**src/mst_pkg.sv**
```systemverilog
`timescale 1ns / 1ps
// ----------------------------------------------------------------------------
// mst_pkg
// Shared types, constants and lookup tables for the marching-squares cell
// triangulator: vertex selects, per-case triangle tables, register indexes.
// ----------------------------------------------------------------------------
package mst_pkg;

  // Fixed field widths
  localparam int IDX_W      = 18;  // vertex index port width
  localparam int OFF_W      = 20;  // index-buffer offset width
  localparam int CFG_IDX_W  = 4;   // config register index width
  localparam int CFG_DATA_W = 18;  // config write data width (widest register)
  localparam int NUM_VTX    = 8;   // candidate vertices per cell

  // Parameter defaults
  localparam int DEF_MAX_GRID   = 256;
  localparam int DEF_INDEX_BITS = 18;

  // Register reset values
  localparam logic [7:0]       RST_THRESHOLD  = 8'd128;
  localparam logic [8:0]       RST_GRID_WIDTH = 9'd256;
  localparam logic [IDX_W-1:0] RST_HORIZ_BASE = 18'd65536;
  localparam logic [IDX_W-1:0] RST_VERT_BASE  = 18'd130816;

  // Config register indexes
  typedef enum logic [CFG_IDX_W-1:0] {
    REG_THRESHOLD  = 4'd0,
    REG_GRID_WIDTH = 4'd1,
    REG_HORIZ_BASE = 4'd2,
    REG_VERT_BASE  = 4'd3
  } cfg_reg_t;

  // Vertex selects: four corners, two horizontal-edge, two vertical-edge
  typedef enum logic [2:0] {
    SEL_C0 = 3'd0,
    SEL_C1 = 3'd1,
    SEL_C2 = 3'd2,
    SEL_C3 = 3'd3,
    SEL_H0 = 3'd4,
    SEL_H1 = 3'd5,
    SEL_V0 = 3'd6,
    SEL_V1 = 3'd7
  } sel_t;

  // Per-cell working set handed from vertex stage to slot emitter
  typedef struct packed {
    logic [3:0]                      code;
    logic [NUM_VTX-1:0][IDX_W-1:0]   vtx;
    logic [OFF_W-1:0]                base_off;
  } cell_t;

  // Triangles used per case
  localparam logic [2:0] TRI_CNT [16] = '{
    3'd0, 3'd1, 3'd1, 3'd2, 3'd1, 3'd4, 3'd2, 3'd3,
    3'd1, 3'd2, 3'd4, 3'd3, 3'd2, 3'd3, 3'd3, 3'd2
  };

  // Vertex selects per case, slot and corner of triangle
  localparam sel_t TRI_SEL [16][4][3] = '{
    '{'{SEL_C0, SEL_C0, SEL_C0}, '{SEL_C0, SEL_C0, SEL_C0},
      '{SEL_C0, SEL_C0, SEL_C0}, '{SEL_C0, SEL_C0, SEL_C0}},
    '{'{SEL_C0, SEL_H0, SEL_V0}, '{SEL_C0, SEL_C0, SEL_C0},
      '{SEL_C0, SEL_C0, SEL_C0}, '{SEL_C0, SEL_C0, SEL_C0}},
    '{'{SEL_V1, SEL_C1, SEL_H0}, '{SEL_C0, SEL_C0, SEL_C0},
      '{SEL_C0, SEL_C0, SEL_C0}, '{SEL_C0, SEL_C0, SEL_C0}},
    '{'{SEL_C1, SEL_V0, SEL_C0}, '{SEL_C1, SEL_V1, SEL_V0},
      '{SEL_C0, SEL_C0, SEL_C0}, '{SEL_C0, SEL_C0, SEL_C0}},
    '{'{SEL_C2, SEL_H1, SEL_V1}, '{SEL_C0, SEL_C0, SEL_C0},
      '{SEL_C0, SEL_C0, SEL_C0}, '{SEL_C0, SEL_C0, SEL_C0}},
    '{'{SEL_C0, SEL_H0, SEL_V0}, '{SEL_C2, SEL_H1, SEL_V1},
      '{SEL_H0, SEL_H1, SEL_V0}, '{SEL_H0, SEL_V1, SEL_H1}},
    '{'{SEL_C2, SEL_H0, SEL_C1}, '{SEL_C2, SEL_H1, SEL_H0},
      '{SEL_C0, SEL_C0, SEL_C0}, '{SEL_C0, SEL_C0, SEL_C0}},
    '{'{SEL_C0, SEL_C1, SEL_V0}, '{SEL_C1, SEL_H1, SEL_V0},
      '{SEL_C1, SEL_C2, SEL_H1}, '{SEL_C0, SEL_C0, SEL_C0}},
    '{'{SEL_C3, SEL_V0, SEL_H1}, '{SEL_C0, SEL_C0, SEL_C0},
      '{SEL_C0, SEL_C0, SEL_C0}, '{SEL_C0, SEL_C0, SEL_C0}},
    '{'{SEL_C0, SEL_H1, SEL_C3}, '{SEL_C0, SEL_H0, SEL_H1},
      '{SEL_C0, SEL_C0, SEL_C0}, '{SEL_C0, SEL_C0, SEL_C0}},
    '{'{SEL_C1, SEL_V1, SEL_H0}, '{SEL_C3, SEL_V0, SEL_H1},
      '{SEL_H0, SEL_V1, SEL_V0}, '{SEL_V1, SEL_H1, SEL_V0}},
    '{'{SEL_C3, SEL_C0, SEL_H1}, '{SEL_C0, SEL_V1, SEL_H1},
      '{SEL_C0, SEL_C1, SEL_V1}, '{SEL_C0, SEL_C0, SEL_C0}},
    '{'{SEL_C3, SEL_V1, SEL_C2}, '{SEL_C3, SEL_V0, SEL_V1},
      '{SEL_C0, SEL_C0, SEL_C0}, '{SEL_C0, SEL_C0, SEL_C0}},
    '{'{SEL_C2, SEL_C3, SEL_V1}, '{SEL_C3, SEL_H0, SEL_V1},
      '{SEL_C3, SEL_C0, SEL_H0}, '{SEL_C0, SEL_C0, SEL_C0}},
    '{'{SEL_C1, SEL_C2, SEL_H0}, '{SEL_C2, SEL_V0, SEL_H0},
      '{SEL_C2, SEL_C3, SEL_V0}, '{SEL_C0, SEL_C0, SEL_C0}},
    '{'{SEL_C0, SEL_C1, SEL_C2}, '{SEL_C2, SEL_C3, SEL_C0},
      '{SEL_C0, SEL_C0, SEL_C0}, '{SEL_C0, SEL_C0, SEL_C0}}
  };

endpackage

```
**src/mst_vertex.sv**
```systemverilog
`timescale 1ns / 1ps
// ----------------------------------------------------------------------------
// mst_vertex
// Per-cell combinational stage: case code from the corner densities, the
// eight candidate vertex indices and the cell's index-buffer base offset.
// ----------------------------------------------------------------------------
module mst_vertex
  import mst_pkg::*;
#(
  parameter int MAX_GRID   = DEF_MAX_GRID,
  parameter int INDEX_BITS = DEF_INDEX_BITS
) (
  input  logic [7:0]       cell_col,
  input  logic [7:0]       cell_row,
  input  logic [7:0]       corner_a,
  input  logic [7:0]       corner_b,
  input  logic [7:0]       corner_c,
  input  logic [7:0]       corner_d,
  input  logic [7:0]       threshold,
  input  logic [8:0]       grid_width,
  input  logic [IDX_W-1:0] horiz_base,
  input  logic [IDX_W-1:0] vert_base,
  output cell_t            cell_info
);

  // Vertex indices wrap at INDEX_BITS, then fit the port width
  localparam logic [IDX_W-1:0] IMASK =
    (INDEX_BITS >= IDX_W) ? {IDX_W{1'b1}} : IDX_W'((64'd1 << INDEX_BITS) - 64'd1);

  logic [8:0]       w;
  logic [IDX_W-1:0] row_x, col_x, w_x, wm1_x;
  logic [IDX_W-1:0] pw, pw1, qw, qw1;
  logic [IDX_W-1:0] c0, c3, h0, h1, v0;
  logic [OFF_W-1:0] lin;

  // Clamp grid width to 2..MAX_GRID
  always_comb begin
    if (grid_width < 9'd2) begin
      w = 9'd2;
    end else if (32'(grid_width) > MAX_GRID) begin
      w = 9'(MAX_GRID);
    end else begin
      w = grid_width;
    end
  end

  // Row products; next row obtained by one more add
  always_comb begin
    row_x = IDX_W'(cell_row);
    col_x = IDX_W'(cell_col);
    w_x   = IDX_W'(w);
    wm1_x = IDX_W'(w - 9'd1);
    pw    = row_x * w_x;
    pw1   = row_x * wm1_x;
    qw    = pw + w_x;
    qw1   = pw1 + wm1_x;
  end

  // Candidate vertices and buffer offset
  always_comb begin
    c0  = col_x + pw;
    c3  = col_x + qw;
    h0  = horiz_base + col_x + pw1;
    h1  = horiz_base + col_x + qw1;
    v0  = vert_base + c0;
    lin = OFF_W'(pw1) + OFF_W'(cell_col);

    cell_info.vtx[SEL_C0] = c0 & IMASK;
    cell_info.vtx[SEL_C1] = (c0 + IDX_W'(1)) & IMASK;
    cell_info.vtx[SEL_C2] = (c3 + IDX_W'(1)) & IMASK;
    cell_info.vtx[SEL_C3] = c3 & IMASK;
    cell_info.vtx[SEL_H0] = h0 & IMASK;
    cell_info.vtx[SEL_H1] = h1 & IMASK;
    cell_info.vtx[SEL_V0] = v0 & IMASK;
    cell_info.vtx[SEL_V1] = (v0 + IDX_W'(1)) & IMASK;

    // times 12 as shift-and-add
    cell_info.base_off = (lin << 3) + (lin << 2);

    // Solid corners: strictly above threshold
    cell_info.code = {corner_d > threshold, corner_c > threshold,
                      corner_b > threshold, corner_a > threshold};
  end

endmodule

```
**src/mst_emit.sv**
```systemverilog
`timescale 1ns / 1ps
// ----------------------------------------------------------------------------
// mst_emit
// Holds one cell's working set and walks its four triangle slots into the
// output register, one slot per beat.
// ----------------------------------------------------------------------------
module mst_emit
  import mst_pkg::*;
(
  input  logic             clk,
  input  logic             rst_n,
  input  cell_t            cell_info,
  input  logic             cell_valid,
  output logic             cell_ready,
  output logic             out_valid,
  input  logic             out_stall,
  output logic [1:0]       out_slot,
  output logic [IDX_W-1:0] out_index0,
  output logic [IDX_W-1:0] out_index1,
  output logic [IDX_W-1:0] out_index2,
  output logic [3:0]       out_case_code,
  output logic [OFF_W-1:0] out_buffer_offset,
  output logic             out_last
);

  cell_t            cell_r;
  logic             cell_vld_r, cell_vld_nxt;
  logic [1:0]       slot_r, slot_nxt;
  logic             out_vld_r, out_vld_nxt;
  logic             load_out;
  logic             used;
  logic [1:0]       slot_o_r;
  logic [IDX_W-1:0] idx0_r, idx1_r, idx2_r;
  logic [IDX_W-1:0] idx0_nxt, idx1_nxt, idx2_nxt;
  logic [3:0]       code_o_r;
  logic [OFF_W-1:0] off_r, off_nxt;

  // Handshake and slot counter
  always_comb begin
    load_out    = cell_vld_r && (!out_vld_r || !out_stall);
    cell_ready  = !cell_vld_r || (load_out && (slot_r == 2'd3));
    slot_nxt    = load_out ? slot_r + 2'd1 : slot_r;
    cell_vld_nxt = cell_ready ? cell_valid : cell_vld_r;
    if (load_out) begin
      out_vld_nxt = 1'b1;
    end else if (!out_stall) begin
      out_vld_nxt = 1'b0;
    end else begin
      out_vld_nxt = out_vld_r;
    end
  end

  // Slot contents; unused slots carry zero indices
  always_comb begin
    used     = {1'b0, slot_r} < TRI_CNT[cell_r.code];
    idx0_nxt = used ? cell_r.vtx[TRI_SEL[cell_r.code][slot_r][0]] : '0;
    idx1_nxt = used ? cell_r.vtx[TRI_SEL[cell_r.code][slot_r][1]] : '0;
    idx2_nxt = used ? cell_r.vtx[TRI_SEL[cell_r.code][slot_r][2]] : '0;
    off_nxt  = cell_r.base_off + OFF_W'(slot_r) + (OFF_W'(slot_r) << 1);
  end

  // Control registers
  always_ff @(posedge clk) begin
    if (!rst_n) begin
      cell_vld_r <= 1'b0;
      slot_r     <= 2'd0;
      out_vld_r  <= 1'b0;
    end else begin
      cell_vld_r <= cell_vld_nxt;
      slot_r     <= slot_nxt;
      out_vld_r  <= out_vld_nxt;
    end
  end

  // Payload registers
  always_ff @(posedge clk) begin
    if (cell_ready && cell_valid) begin
      cell_r <= cell_info;
    end
    if (load_out) begin
      slot_o_r <= slot_r;
      idx0_r   <= idx0_nxt;
      idx1_r   <= idx1_nxt;
      idx2_r   <= idx2_nxt;
      code_o_r <= cell_r.code;
      off_r    <= off_nxt;
    end
  end

  assign out_valid         = out_vld_r;
  assign out_slot          = slot_o_r;
  assign out_index0        = idx0_r;
  assign out_index1        = idx1_r;
  assign out_index2        = idx2_r;
  assign out_case_code     = code_o_r;
  assign out_buffer_offset = off_r;
  assign out_last          = (slot_o_r == 2'd3);

endmodule

```
**src/marching_squares_cell_triangulator.sv**
```systemverilog
`timescale 1ns / 1ps
// ----------------------------------------------------------------------------
// marching_squares_cell_triangulator
// Turns one grid cell (position and four corner densities) into its four
// marching-squares triangle slots of vertex indices.
// ----------------------------------------------------------------------------
// Usage:
//   Input channel (in_*): one beat per cell, accepted when in_valid is high
//   and in_stall is low. Output channel (out_*): four beats per cell, slot 0
//   to slot 3, out_last marks slot 3; taken when out_valid && !out_stall.
//   Config channel (cfg_*): cfg_ready is always high; write only while the
//   block holds no unfinished cell. Unknown indexes are dropped.
// Path: a cell passes the input register, then the mst_emit cell register;
//   slot 0 then enters the output register, slots 1..3 on the next beats.
// Flow: one slot per beat while out_stall is low, set by the single output
//   register. The next cell is taken while the current
//   one is still draining, so back-to-back cells stream with no gaps.
// Reset (rst_n low, synchronous): pipeline emptied, registers back to
//   threshold 128, grid width 256, bases 65536 and 130816.
// Stall: a stalled output holds its beat; the slot walk and then the input
//   register back up and in_stall rises; no beat is lost or repeated.
// ----------------------------------------------------------------------------
module marching_squares_cell_triangulator
  import mst_pkg::*;
#(
  parameter int MAX_GRID   = DEF_MAX_GRID,
  parameter int INDEX_BITS = DEF_INDEX_BITS
) (
  input  logic                  clk,
  input  logic                  rst_n,
  // config write channel
  input  logic                  cfg_valid,
  output logic                  cfg_ready,
  input  logic [CFG_IDX_W-1:0]  cfg_index,
  input  logic [CFG_DATA_W-1:0] cfg_data,
  // cell input channel
  input  logic                  in_valid,
  output logic                  in_stall,
  input  logic [7:0]            in_cell_col,
  input  logic [7:0]            in_cell_row,
  input  logic [7:0]            in_corner_a,
  input  logic [7:0]            in_corner_b,
  input  logic [7:0]            in_corner_c,
  input  logic [7:0]            in_corner_d,
  // triangle slot output channel
  output logic                  out_valid,
  input  logic                  out_stall,
  output logic [1:0]            out_slot,
  output logic [IDX_W-1:0]      out_index0,
  output logic [IDX_W-1:0]      out_index1,
  output logic [IDX_W-1:0]      out_index2,
  output logic [3:0]            out_case_code,
  output logic [OFF_W-1:0]      out_buffer_offset,
  output logic                  out_last
);

  logic [7:0]       threshold_r;
  logic [8:0]       grid_width_r;
  logic [IDX_W-1:0] horiz_base_r, vert_base_r;

  logic             in_vld_r, in_vld_nxt;
  logic             in_take;
  logic [7:0]       col_r, row_r, ca_r, cb_r, cc_r, cd_r;

  cell_t            cell_info;
  logic             cell_ready;

  // Config registers
  assign cfg_ready = 1'b1;

  always_ff @(posedge clk) begin
    if (!rst_n) begin
      threshold_r  <= RST_THRESHOLD;
      grid_width_r <= RST_GRID_WIDTH;
      horiz_base_r <= RST_HORIZ_BASE;
      vert_base_r  <= RST_VERT_BASE;
    end else if (cfg_valid && cfg_ready) begin
      case (cfg_index)
        REG_THRESHOLD:  threshold_r  <= cfg_data[7:0];
        REG_GRID_WIDTH: grid_width_r <= cfg_data[8:0];
        REG_HORIZ_BASE: horiz_base_r <= cfg_data[IDX_W-1:0];
        REG_VERT_BASE:  vert_base_r  <= cfg_data[IDX_W-1:0];
        default: ;
      endcase
    end
  end

  // Input register
  always_comb begin
    in_take    = !in_vld_r || cell_ready;
    in_stall   = !in_take;
    in_vld_nxt = in_take ? in_valid : in_vld_r;
  end

  always_ff @(posedge clk) begin
    if (!rst_n) begin
      in_vld_r <= 1'b0;
    end else begin
      in_vld_r <= in_vld_nxt;
    end
  end

  always_ff @(posedge clk) begin
    if (in_take && in_valid) begin
      col_r <= in_cell_col;
      row_r <= in_cell_row;
      ca_r  <= in_corner_a;
      cb_r  <= in_corner_b;
      cc_r  <= in_corner_c;
      cd_r  <= in_corner_d;
    end
  end

  // Case code and vertex indices
  mst_vertex #(
    .MAX_GRID   (MAX_GRID),
    .INDEX_BITS (INDEX_BITS)
  ) u_vertex (
    .cell_col   (col_r),
    .cell_row   (row_r),
    .corner_a   (ca_r),
    .corner_b   (cb_r),
    .corner_c   (cc_r),
    .corner_d   (cd_r),
    .threshold  (threshold_r),
    .grid_width (grid_width_r),
    .horiz_base (horiz_base_r),
    .vert_base  (vert_base_r),
    .cell_info  (cell_info)
  );

  // Slot walk and output register
  mst_emit u_emit (
    .clk               (clk),
    .rst_n             (rst_n),
    .cell_info         (cell_info),
    .cell_valid        (in_vld_r),
    .cell_ready        (cell_ready),
    .out_valid         (out_valid),
    .out_stall         (out_stall),
    .out_slot          (out_slot),
    .out_index0        (out_index0),
    .out_index1        (out_index1),
    .out_index2        (out_index2),
    .out_case_code     (out_case_code),
    .out_buffer_offset (out_buffer_offset),
    .out_last          (out_last)
  );

endmodule
```
**config.mk**
```make
export PLATFORM = sky130hd
export DESIGN_NAME = marching_squares_cell_triangulator
export DESIGN_NICKNAME = d
export VERILOG_FILES = /design/src/mst_pkg.sv /design/src/mst_vertex.sv /design/src/mst_emit.sv /design/src/marching_squares_cell_triangulator.sv
export SDC_FILE = /design/constraint.sdc
export NUM_CORES = 1
export LEC_CHECK = 0
export ABC_AREA = 1
export BUFFER_PORTS_ARGS = -buffer_cell sky130_fd_sc_hd__buf_2
export CAP_MARGIN = 5
export CORE_UTILIZATION = 35
export CTS_CLUSTER_DIAMETER = 80
export DETAILED_ROUTE_END_ITERATION = 16
export GPL_TIMING_DRIVEN = 0
export SYNTH_ARGS = -nofsm -noshare
export SYNTH_HDL_FRONTEND = slang
export SYNTH_SLANG_ARGS = --single-unit
```
**constraint.sdc**
```tcl
create_clock -name clk -period 7.6 [get_ports clk]
set_input_delay 0 -clock clk [delete_from_list [all_inputs] [get_ports clk]]
set_output_delay 0 -clock clk [all_outputs]
set_load 0.01 [all_outputs]
```
### Yosys cells after proc, flatten, opt, wreduce, memory -nomap -nowiden

Memory sizes are Yosys's and may differ from the RTL's.
Cells that the tools add are included.

| word-level totals | value |
|---|---|
| register bits after elaboration | 354 |
| latch bits | 0 |
| RAM bits | 0 |
| memory bits (read-only) | 624 |
| bits of input ports | 75 |
| output and inout bits | 84 |
| word-level logic and storage cells | 105 |
| memories | 2 |

| cells by class | value |
|---|---|
| add/subtract/negate cells | 17 |
| multiply operators | 2 |
| div/mod/pow operators | 0 |
| $lt $le $gt $ge | 12 |
| eq/ne operators | 6 |
| shift operators | 0 |
| multiplexer cells | 17 |
| bitwise gates (word level) | 2 |
| reduce and logical (&&, ||, !) cells | 17 |

Memory list:

| memory | words | width | rd ports | clocked after Yosys merged registers in | wr ports | line | text |
|---|---|---|---|---|---|---|---|
| (name not given) | 16 | 36 | 1 | 0 | 0 | mst_emit.sv:56 | `idx0_nxt = used ? cell_r.vtx[TRI_SEL[cell_r.code][slot_r][0]] : '0;` |
| (name not given) | 16 | 3 | 1 | 0 | 0 | mst_emit.sv:55 | `used = {1'b0, slot_r} < TRI_CNT[cell_r.code];` |

Operators by type and width:

| cell | count |
|---|---|
| 18-bit binary-select mux with 3-bit select | 3 |
| 18-bit adder | 4 |
| 36-bit two-way mux | 2 |
| 18-bit by 1-bit adder with 18-bit output, second input constant | 3 |
| 18-bit two-way mux | 3 |
| 18-bit by 8-bit adder with 18-bit output | 2 |
| 9-bit two-way mux | 4 |
| 8-bit greater-than comparator | 4 |
| 20-bit by 2-bit adder with 20-bit output | 1 |
| 20-bit adder | 1 |
| 20-bit by 3-bit adder with 20-bit output | 1 |
| 17-bit by 9-bit adder with 18-bit output | 1 |
| 8-bit by 17-bit adder with 18-bit output | 1 |
| 8-bit by 18-bit adder with 18-bit output | 1 |
| 9-bit binary-select mux with 2-bit select | 1 |
| 8-bit by 18-bit multiplier with 18-bit output | 1 |
| 8-bit by 9-bit multiplier with 17-bit output | 1 |
| 3-bit by 4-bit less-than comparator with 1-bit output, second input constant | 3 |
| 9-bit by 1-bit subtractor with 10-bit output, second input constant | 1 |
| 9-bit greater-than comparator, second input constant | 1 |
| 9-bit by 2-bit less-than comparator with 1-bit output, second input constant | 1 |
| 4-bit by 2-bit == test with 1-bit output, second input constant | 2 |
| 2-bit AND reduction | 4 |
| 3-bit two-way mux | 2 |
| other kinds (14) | 25 |

### Depth between registers and ports, before layout

Gate-level depths: netlist (run 1).

| depth | value |
|---|---|
| depth in word-level cells | 9 |
| mapped depth | 48 |
| depth with buffers taken out | 47 |

### Modules after synthesis

A second synthesis (run 1) with hierarchy kept.

| second synthesis, totals | value |
|---|---|
| cell total of the unflattened synthesis | 4187 |
| area, all modules | 31901.8 sq um |

By module, submodules not included:

| module | times used | cells an instance | area each (sq um) | sequential area each (sq um) |
|---|---|---|---|---|
| mst_emit | 1 | 1657 | 14103.5 | 7527.2 |
| mst_vertex | 1 | 2085 | 13772.0 | 0.0 |
| marching_squares_cell_triangulator | 1 | 445 | 4026.4 | 2522.4 |

### Least setup slack after synthesis (run 1)

OpenSTA, ideal clock, no wires.

| timing path | value |
|---|---|
| kind | register -> register |
| start point | register u_emit.slot_r[1] |
| end point | register u_emit.cell_r[100] (netlist bit) (enable) |
| library setup time | 0.693 ns |
| arrival | 7.659 ns |
| data required time | 6.907 ns |
| slack | -0.753 ns |
| stages on the path, launching flop included | 4 |
| path buffers | 0 |
| clock period less this slack | 8.353 ns |
| cells stage by stage | dfxtp_1 ha_1 a21oi_1 nor2_1 |

| between the ends | value |
|---|---|
| cells in the longest elaborated chain, start to end | 4 |

RTL lines:

| element | line | text |
|---|---|---|
| start: declaration | mst_emit.sv:28 | `logic [1:0] slot_r, slot_nxt;` |
| start signal: assignment | mst_emit.sv:70 | `slot_r <= slot_nxt;` |
| 2-bit == test | mst_emit.sv:41 | `cell_ready = !cell_vld_r \|\| (load_out && (slot_r == 2'd3));` |
| 1-bit logical AND | mst_emit.sv:41 |  |
| 1-bit logical OR | mst_emit.sv:41 |  |
| 1-bit logical AND | mst_emit.sv:77 | `if (cell_ready && cell_valid) begin` |
| end signal: assignment | mst_emit.sv:78 | `cell_r <= cell_info;` |
| end: declaration | mst_emit.sv:26 | `cell_t cell_r;` |

Every way passes these cells.
A chain may end at the register's enable or synchronous reset.

==> metrics.txt, run 1 <==
status completed; Data arrival, critical path 7710 ps; Detailed Route Iter0 Violations 2444; Post-Route WL 99900 um; crit path launch type flip-flop; vias per cell 5.09; cell accounting for the most synthesized area edfxtp_1; Post-DP HPWL 79700 um; Final Hold Vio Count 0; fin crit period 7360 ps; Top Ports 159; Synth top cells by count 797 x nand2_1, 618 x inv_1, 318 x nor2_1; Final Skew 38.1 ps; Worst-Margin Slew 1120 ps; Fin Hold WS 48.8 ps; ys flop type edfxtp_1; RSZ-0062 raised after global routing true; dominant cells by area after synthesis edfxtp_1 29%, nand2_1 9.9%, fa_1 9.5%; max-cap viol count 0; share of post-route cells with drive strength above 1 0.146; Synth top area share 0.292; Setup Total Neg Slack 0 ps; drt pass-1 iters 6; FFs w/ async S/R, synth 0; Initial Util 0.354; register area share after synthesis 0.331; post-route ant nets 0; clk_lat worst skew 600 ps; die height 295 um; first-pass GRT wire length 151000 um; initial antenna violation count 1; count leader, synth nand2_1; count of cell types in the netlist 67; Sink Count 351; GRT Overall Usage 0.227; FP Rows 107; Remaining DRCs 0; via count 27219; Synthesis Warnings 0; synthesized flop and latch total 351; final setup violation count 0; Max Slew Vio Count 0; relative slew slack 0.249; Clock transition at path regs 60 ps; EDFF count, synth 293; CORE AREA 85100 um2; final period utilization 0.969; Hold Path Class input pin to flip-flop; CTS tree yes; CTS Buffer Depth 3; P&R area growth vs syn 19.9%; CP most frequent cell nand2_1; Req. time, crit path 7950 ps; Final nets 4597; DR WL/cell 18.7 um; RePlAce Congestion 0.980; Crit. End Element flip-flop; critical path type flip-flop to flip-flop; post-layout util 0.424; H-tree depth 2; Die ar. 87300 um2; Diodes inserted 0; Slowest Stage Delay on Critical Path 540 ps; Avg Inst Size Synth 7.92 um2; grt total ovfl 0; CP Max Fanout 6; largest net degree at the start of global routing 73; Max Clock Freq 136 MHz; crit path max-delay cell type fa_2; Root Buffer clkbuf_16; Mapped Area 30100 um2; Buffers on Ports 156; CTS Buf Count 44; Mapped Cells 3805; vias in the first global route 25768; Die W 295 um
layer usage:
metal  global-route usage  vias to the layer above  share of wire  wire, um
met2                0.359                     1044           0.44     44100
met1                0.311                    12767           0.44     44400
met3               0.0329                      194          0.074      7350
li1                     -                    13214              -         -
met4               0.0896                        0          0.042      4160
met5                    0                        -              0         0
layout by cell type, fill, tap and decap left out, types with 9 or more instances in the layout:
cell type	netlist	final
a21oi_1	250	241
a21oi_2	3	12
and3_1	19	19
buf_2	42	198
buf_4	7	60
buf_6	11	15
clkbuf_1	47	50
clkbuf_16	0	45
clkinv_1	9	10
conb_1	2	32
dfxtp_1	58	58
dlygate4sd3_1	0	71
edfxtp_1	293	293
fa_1	143	141
ha_1	209	177
ha_2	0	9
ha_4	0	23
inv_1	618	590
inv_2	24	46
nand2_1	797	760
nand2_2	17	40
nand2_4	2	16
nand3_1	248	240
nand3_2	6	12
nand3b_1	12	12
nand4_1	42	42
nor2_1	318	295
nor2_2	19	29
nor2_4	5	18
nor3_1	40	33
nor3_2	4	9
o211ai_1	116	116
o21ai_0	167	160
o21ai_1	70	74
xnor2_1	39	38
xor2_1	96	89
stage by stage:
step,cell area (um2),instances,setup WS (ps)
5_1_grt,36100,5349,-79.7
3_3_place_gp,32500,5135,-1490
2_1_floorplan,30200,3835,35.4
4_1_cts,35200,5311,-13.2
3_5_place_dp,32600,5142,-1520
6_report,36100,5349,238
sequential cells by signal, summed over array words and instances (netlist names), 8 cells and up:
name	count
ca_r	8
cb_r	8
cc_r	8
cd_r	8
col_r	8
grid_width_r	9
horiz_base_r	18
row_r	8
threshold_r	8
u_emit.cell_r	166
u_emit.out_buffer_offset	20
u_emit.out_index0	18
u_emit.out_index1	18
u_emit.out_index2	18
vert_base_r	18
worst paths after layout:
check	end	slack [ps]	cells after the start	from
max	u_emit.cell_r[17]	240	43	grid_width_r[6]
min	vert_base_r[0]	50	5	cfg_index[0]
max reg2reg	u_emit.cell_r[17]	240	43	grid_width_r[6]
min reg2reg	u_emit.out_case_code[3]	460	0	u_emit.cell_r[167]
cells by family (layout without fill, tap and decap cells):
logic type | Yosys count | count (layout) | synth area share
XOR/XNOR | 140 | 140 | 0.0423
AND/OR/NAND/NOR | 1545 | 1545 | 0.220
adder cells (fa/ha/maj) | 352 | 352 | 0.182
buffers and inverters | 763 | 1133 | 0.101
other | 2 | 32 | 0.000249
AO/OA/AOI/OAI | 652 | 652 | 0.124
flip-flops | 351 | 351 | 0.331
worst max-delay path, delay by kind of cell (launching register included):
family	cells	cell delay, ps
flops	1	310
compound gates	3	630
xor+xnor	3	500
buf+inv	11	950
fa+ha+maj	7	2670
simple gates	19	2080
repair_timing:
action / in CTS / in global routing
setup endpoints to repair: 40 / 32
pin swaps: 19 / 55
resized for setup: 71 / 152
hold buffers: 71 / 0
endpoints found under the hold margin: 106 / 0
buffers inserted: 18 / 40
layout make-up:
class	count	area (um2)
clock inverters	24	221
clock buffers	57	1230
plain buffers	109	581
inverters	651	2470
fillers	8683	49000
well taps	1144	1430
repair buffers	292	2110
flip-flops and latches	351	9960
multi-input cells	2721	18100
Power of run 1 is left out: the tool's default activity adds up to more than one toggle a clock period on the data nets, which glitch-free logic cannot reach.
==> run 2, diff against run 1 <==
Settings changed: SETUP_SLACK_MARGIN set to 0.4, SLEW_MARGIN set to 20.
Clock period 7.6 ns to 7.4 ns, I/O delays scaled along.
==> run 2 against run 1 <==
Via count grew 2.3%; cell count grew 2.1%; core utilization grew 2.8 points; first-iteration DRC count shrank 13%; final area grew 6.7%; worst setup slack lost 200 ps; clock skew shrank 25 ps; largest cell class unchanged.
==> metrics.txt, run 2 (synthesis results as in run 1) <==
Max Slew Vio Count 0; P&R area growth vs syn 28.0%; Slowest Stage Delay on Critical Path 560 ps; Fin Hold WS 72.3 ps; Reg area 9970 um2; Max Clock Freq 136 MHz; Final Skew 13.4 ps; crit path launch type flip-flop; FP Rows 107; final period utilization 0.995; Die W 295 um; number of flip-flops in the largest register 166; DR WL/cell 18.7 um; Req. time, crit path 7720 ps; first-pass GRT wire length 151000 um; RePlAce Congestion 1.01; GR Util met1 0.316; PnR worst setup slack 38.1 ps; fin crit period 7360 ps; grt total ovfl 0; Final Hold Vio Count 0; initial antenna violation count 2; relative slew slack 0.294; vias per cell 5.10; worst r2r path cells 43; die height 295 um; share of post-route cells with drive strength above 1 0.225; Root Buffer clkbuf_16; flop-to-flop setup slack 40 ps; GR Util met3 0.0288; most frequent cells in the layout 681 x nand2_1, 553 x inv_1, 293 x edfxtp_1; CORE AREA 85100 um2; Sink Count 351; crit path max-delay cell type fa_1; worst setup path end u_emit.cell_r[18]; CP startpoint grid_width_r[4]; WP depth 43; Post-Route WL 102000 um; Worst-Margin Slew 1050 ps; CTS Buf Count 43; final setup violation count 0; CP Max Fanout 8; largest net degree at the start of global routing 51; GR peak layer met2; commonest non-fill, non-tap cell in the layout nand2_1; vias in the first global route 25704; critical path type flip-flop to flip-flop; Top delay family on crit path adder cells; Reg-to-Reg Start grid_width_r[4]; Worst Path Buf+Inv 10; Clock transition at path regs 60 ps; Post-DP HPWL 80000 um; CTS Buffer Depth 3; Top Ports 159; clk_lat worst skew 580 ps; status completed; GRT Overall Usage 0.228; Initial Util 0.354; post-route ant nets 0; drt pass-1 iters 7; reg-to-reg endpoint u_emit.cell_r[18]; H-tree depth 2; Fillers 8304; Detailed Route Iter0 Violations 2126; CTS tree yes; max-cap viol count 0; met2 usage 0.356; Die ar. 87300 um2; Data arrival, critical path 7680 ps; Hold Path Class input pin to flip-flop; Crit. End Element flip-flop; Remaining DRCs 0; via count 27847; CP most frequent cell inv_2; area used by multi-input combinational logic 19600 um2; pre-CTS WS -886 ps; RSZ-0062 raised after global routing true; Final nets 4713; Largest Register u_emit.cell_r; Buffers on Ports 156
## run 2: how the worst min path moves through the flow
stage	endpoint	cells after the start	start	slack [ps]
global placement	cb_r[7]	1	in_corner_b[7]	180
global route	grid_width_r[1]	6	cfg_valid	110
finish	grid_width_r[5]	6	cfg_valid	70
floorplan	ca_r[0]	0	in_corner_a[0]	100
detailed placement	ca_r[6]	1	in_corner_a[6]	180
CTS	vert_base_r[0]	6	cfg_index[2]	2
## run 2: metal layers
metal	vias up	routed length [um]
met5	-	0
met4	0	4870
met3	189	6470
met2	994	45100
met1	13228	45700
li1	13436	-
## run 2: stage by stage
step | util | instance area (um2) | instances | setup TNS [ps]
after floorplan | - | 30300 | 3835 | 0
after global placement | 0.382 | 32600 | 5135 | -74070
after detailed placement | 0.385 | 32800 | 5143 | -12980
after CTS | 0.428 | 36400 | 5378 | 0
after global routing | 0.453 | 38600 | 5462 | -1350
final | 0.453 | 38600 | 5463 | 0
## run 2: final cells by class
| class | instances | share of cell area |
|---|---|---|
| sequential | 351 | 0.258 |
| tap | 1144 | 0.0371 |
| multi-input combinational | 2721 | 0.509 |
| inverter | 651 | 0.0652 |
| clock inverter | 22 | 0.00506 |
| buffer | 112 | 0.0158 |
| antenna | 2 | 0.000130 |
| clock buffer | 54 | 0.0300 |
| timing repair buffer | 406 | 0.0791 |
## run 2: worst register-to-register path, delay by kind of cell, from the launching register on
family / cells / cell delay (ps)
AOI/OAI and AO/OA: 7 / 1140
and+or+nand+nor: 15 / 1620
adders and majority gates: 8 / 2860
xor gates and xnor gates: 3 / 560
DFF: 1 / 310
buffers and inverters: 10 / 620
## run 2: timing repair
item / CTS / global route
hold buffers: 77 / 0
resized for setup: 216 / 368
endpoints found under the hold margin: 106 / 0
setup endpoints to repair: 56 / 59
pin swaps: 63 / 150
buffers inserted: 82 / 83
Power of run 2 is left out for the same reason.
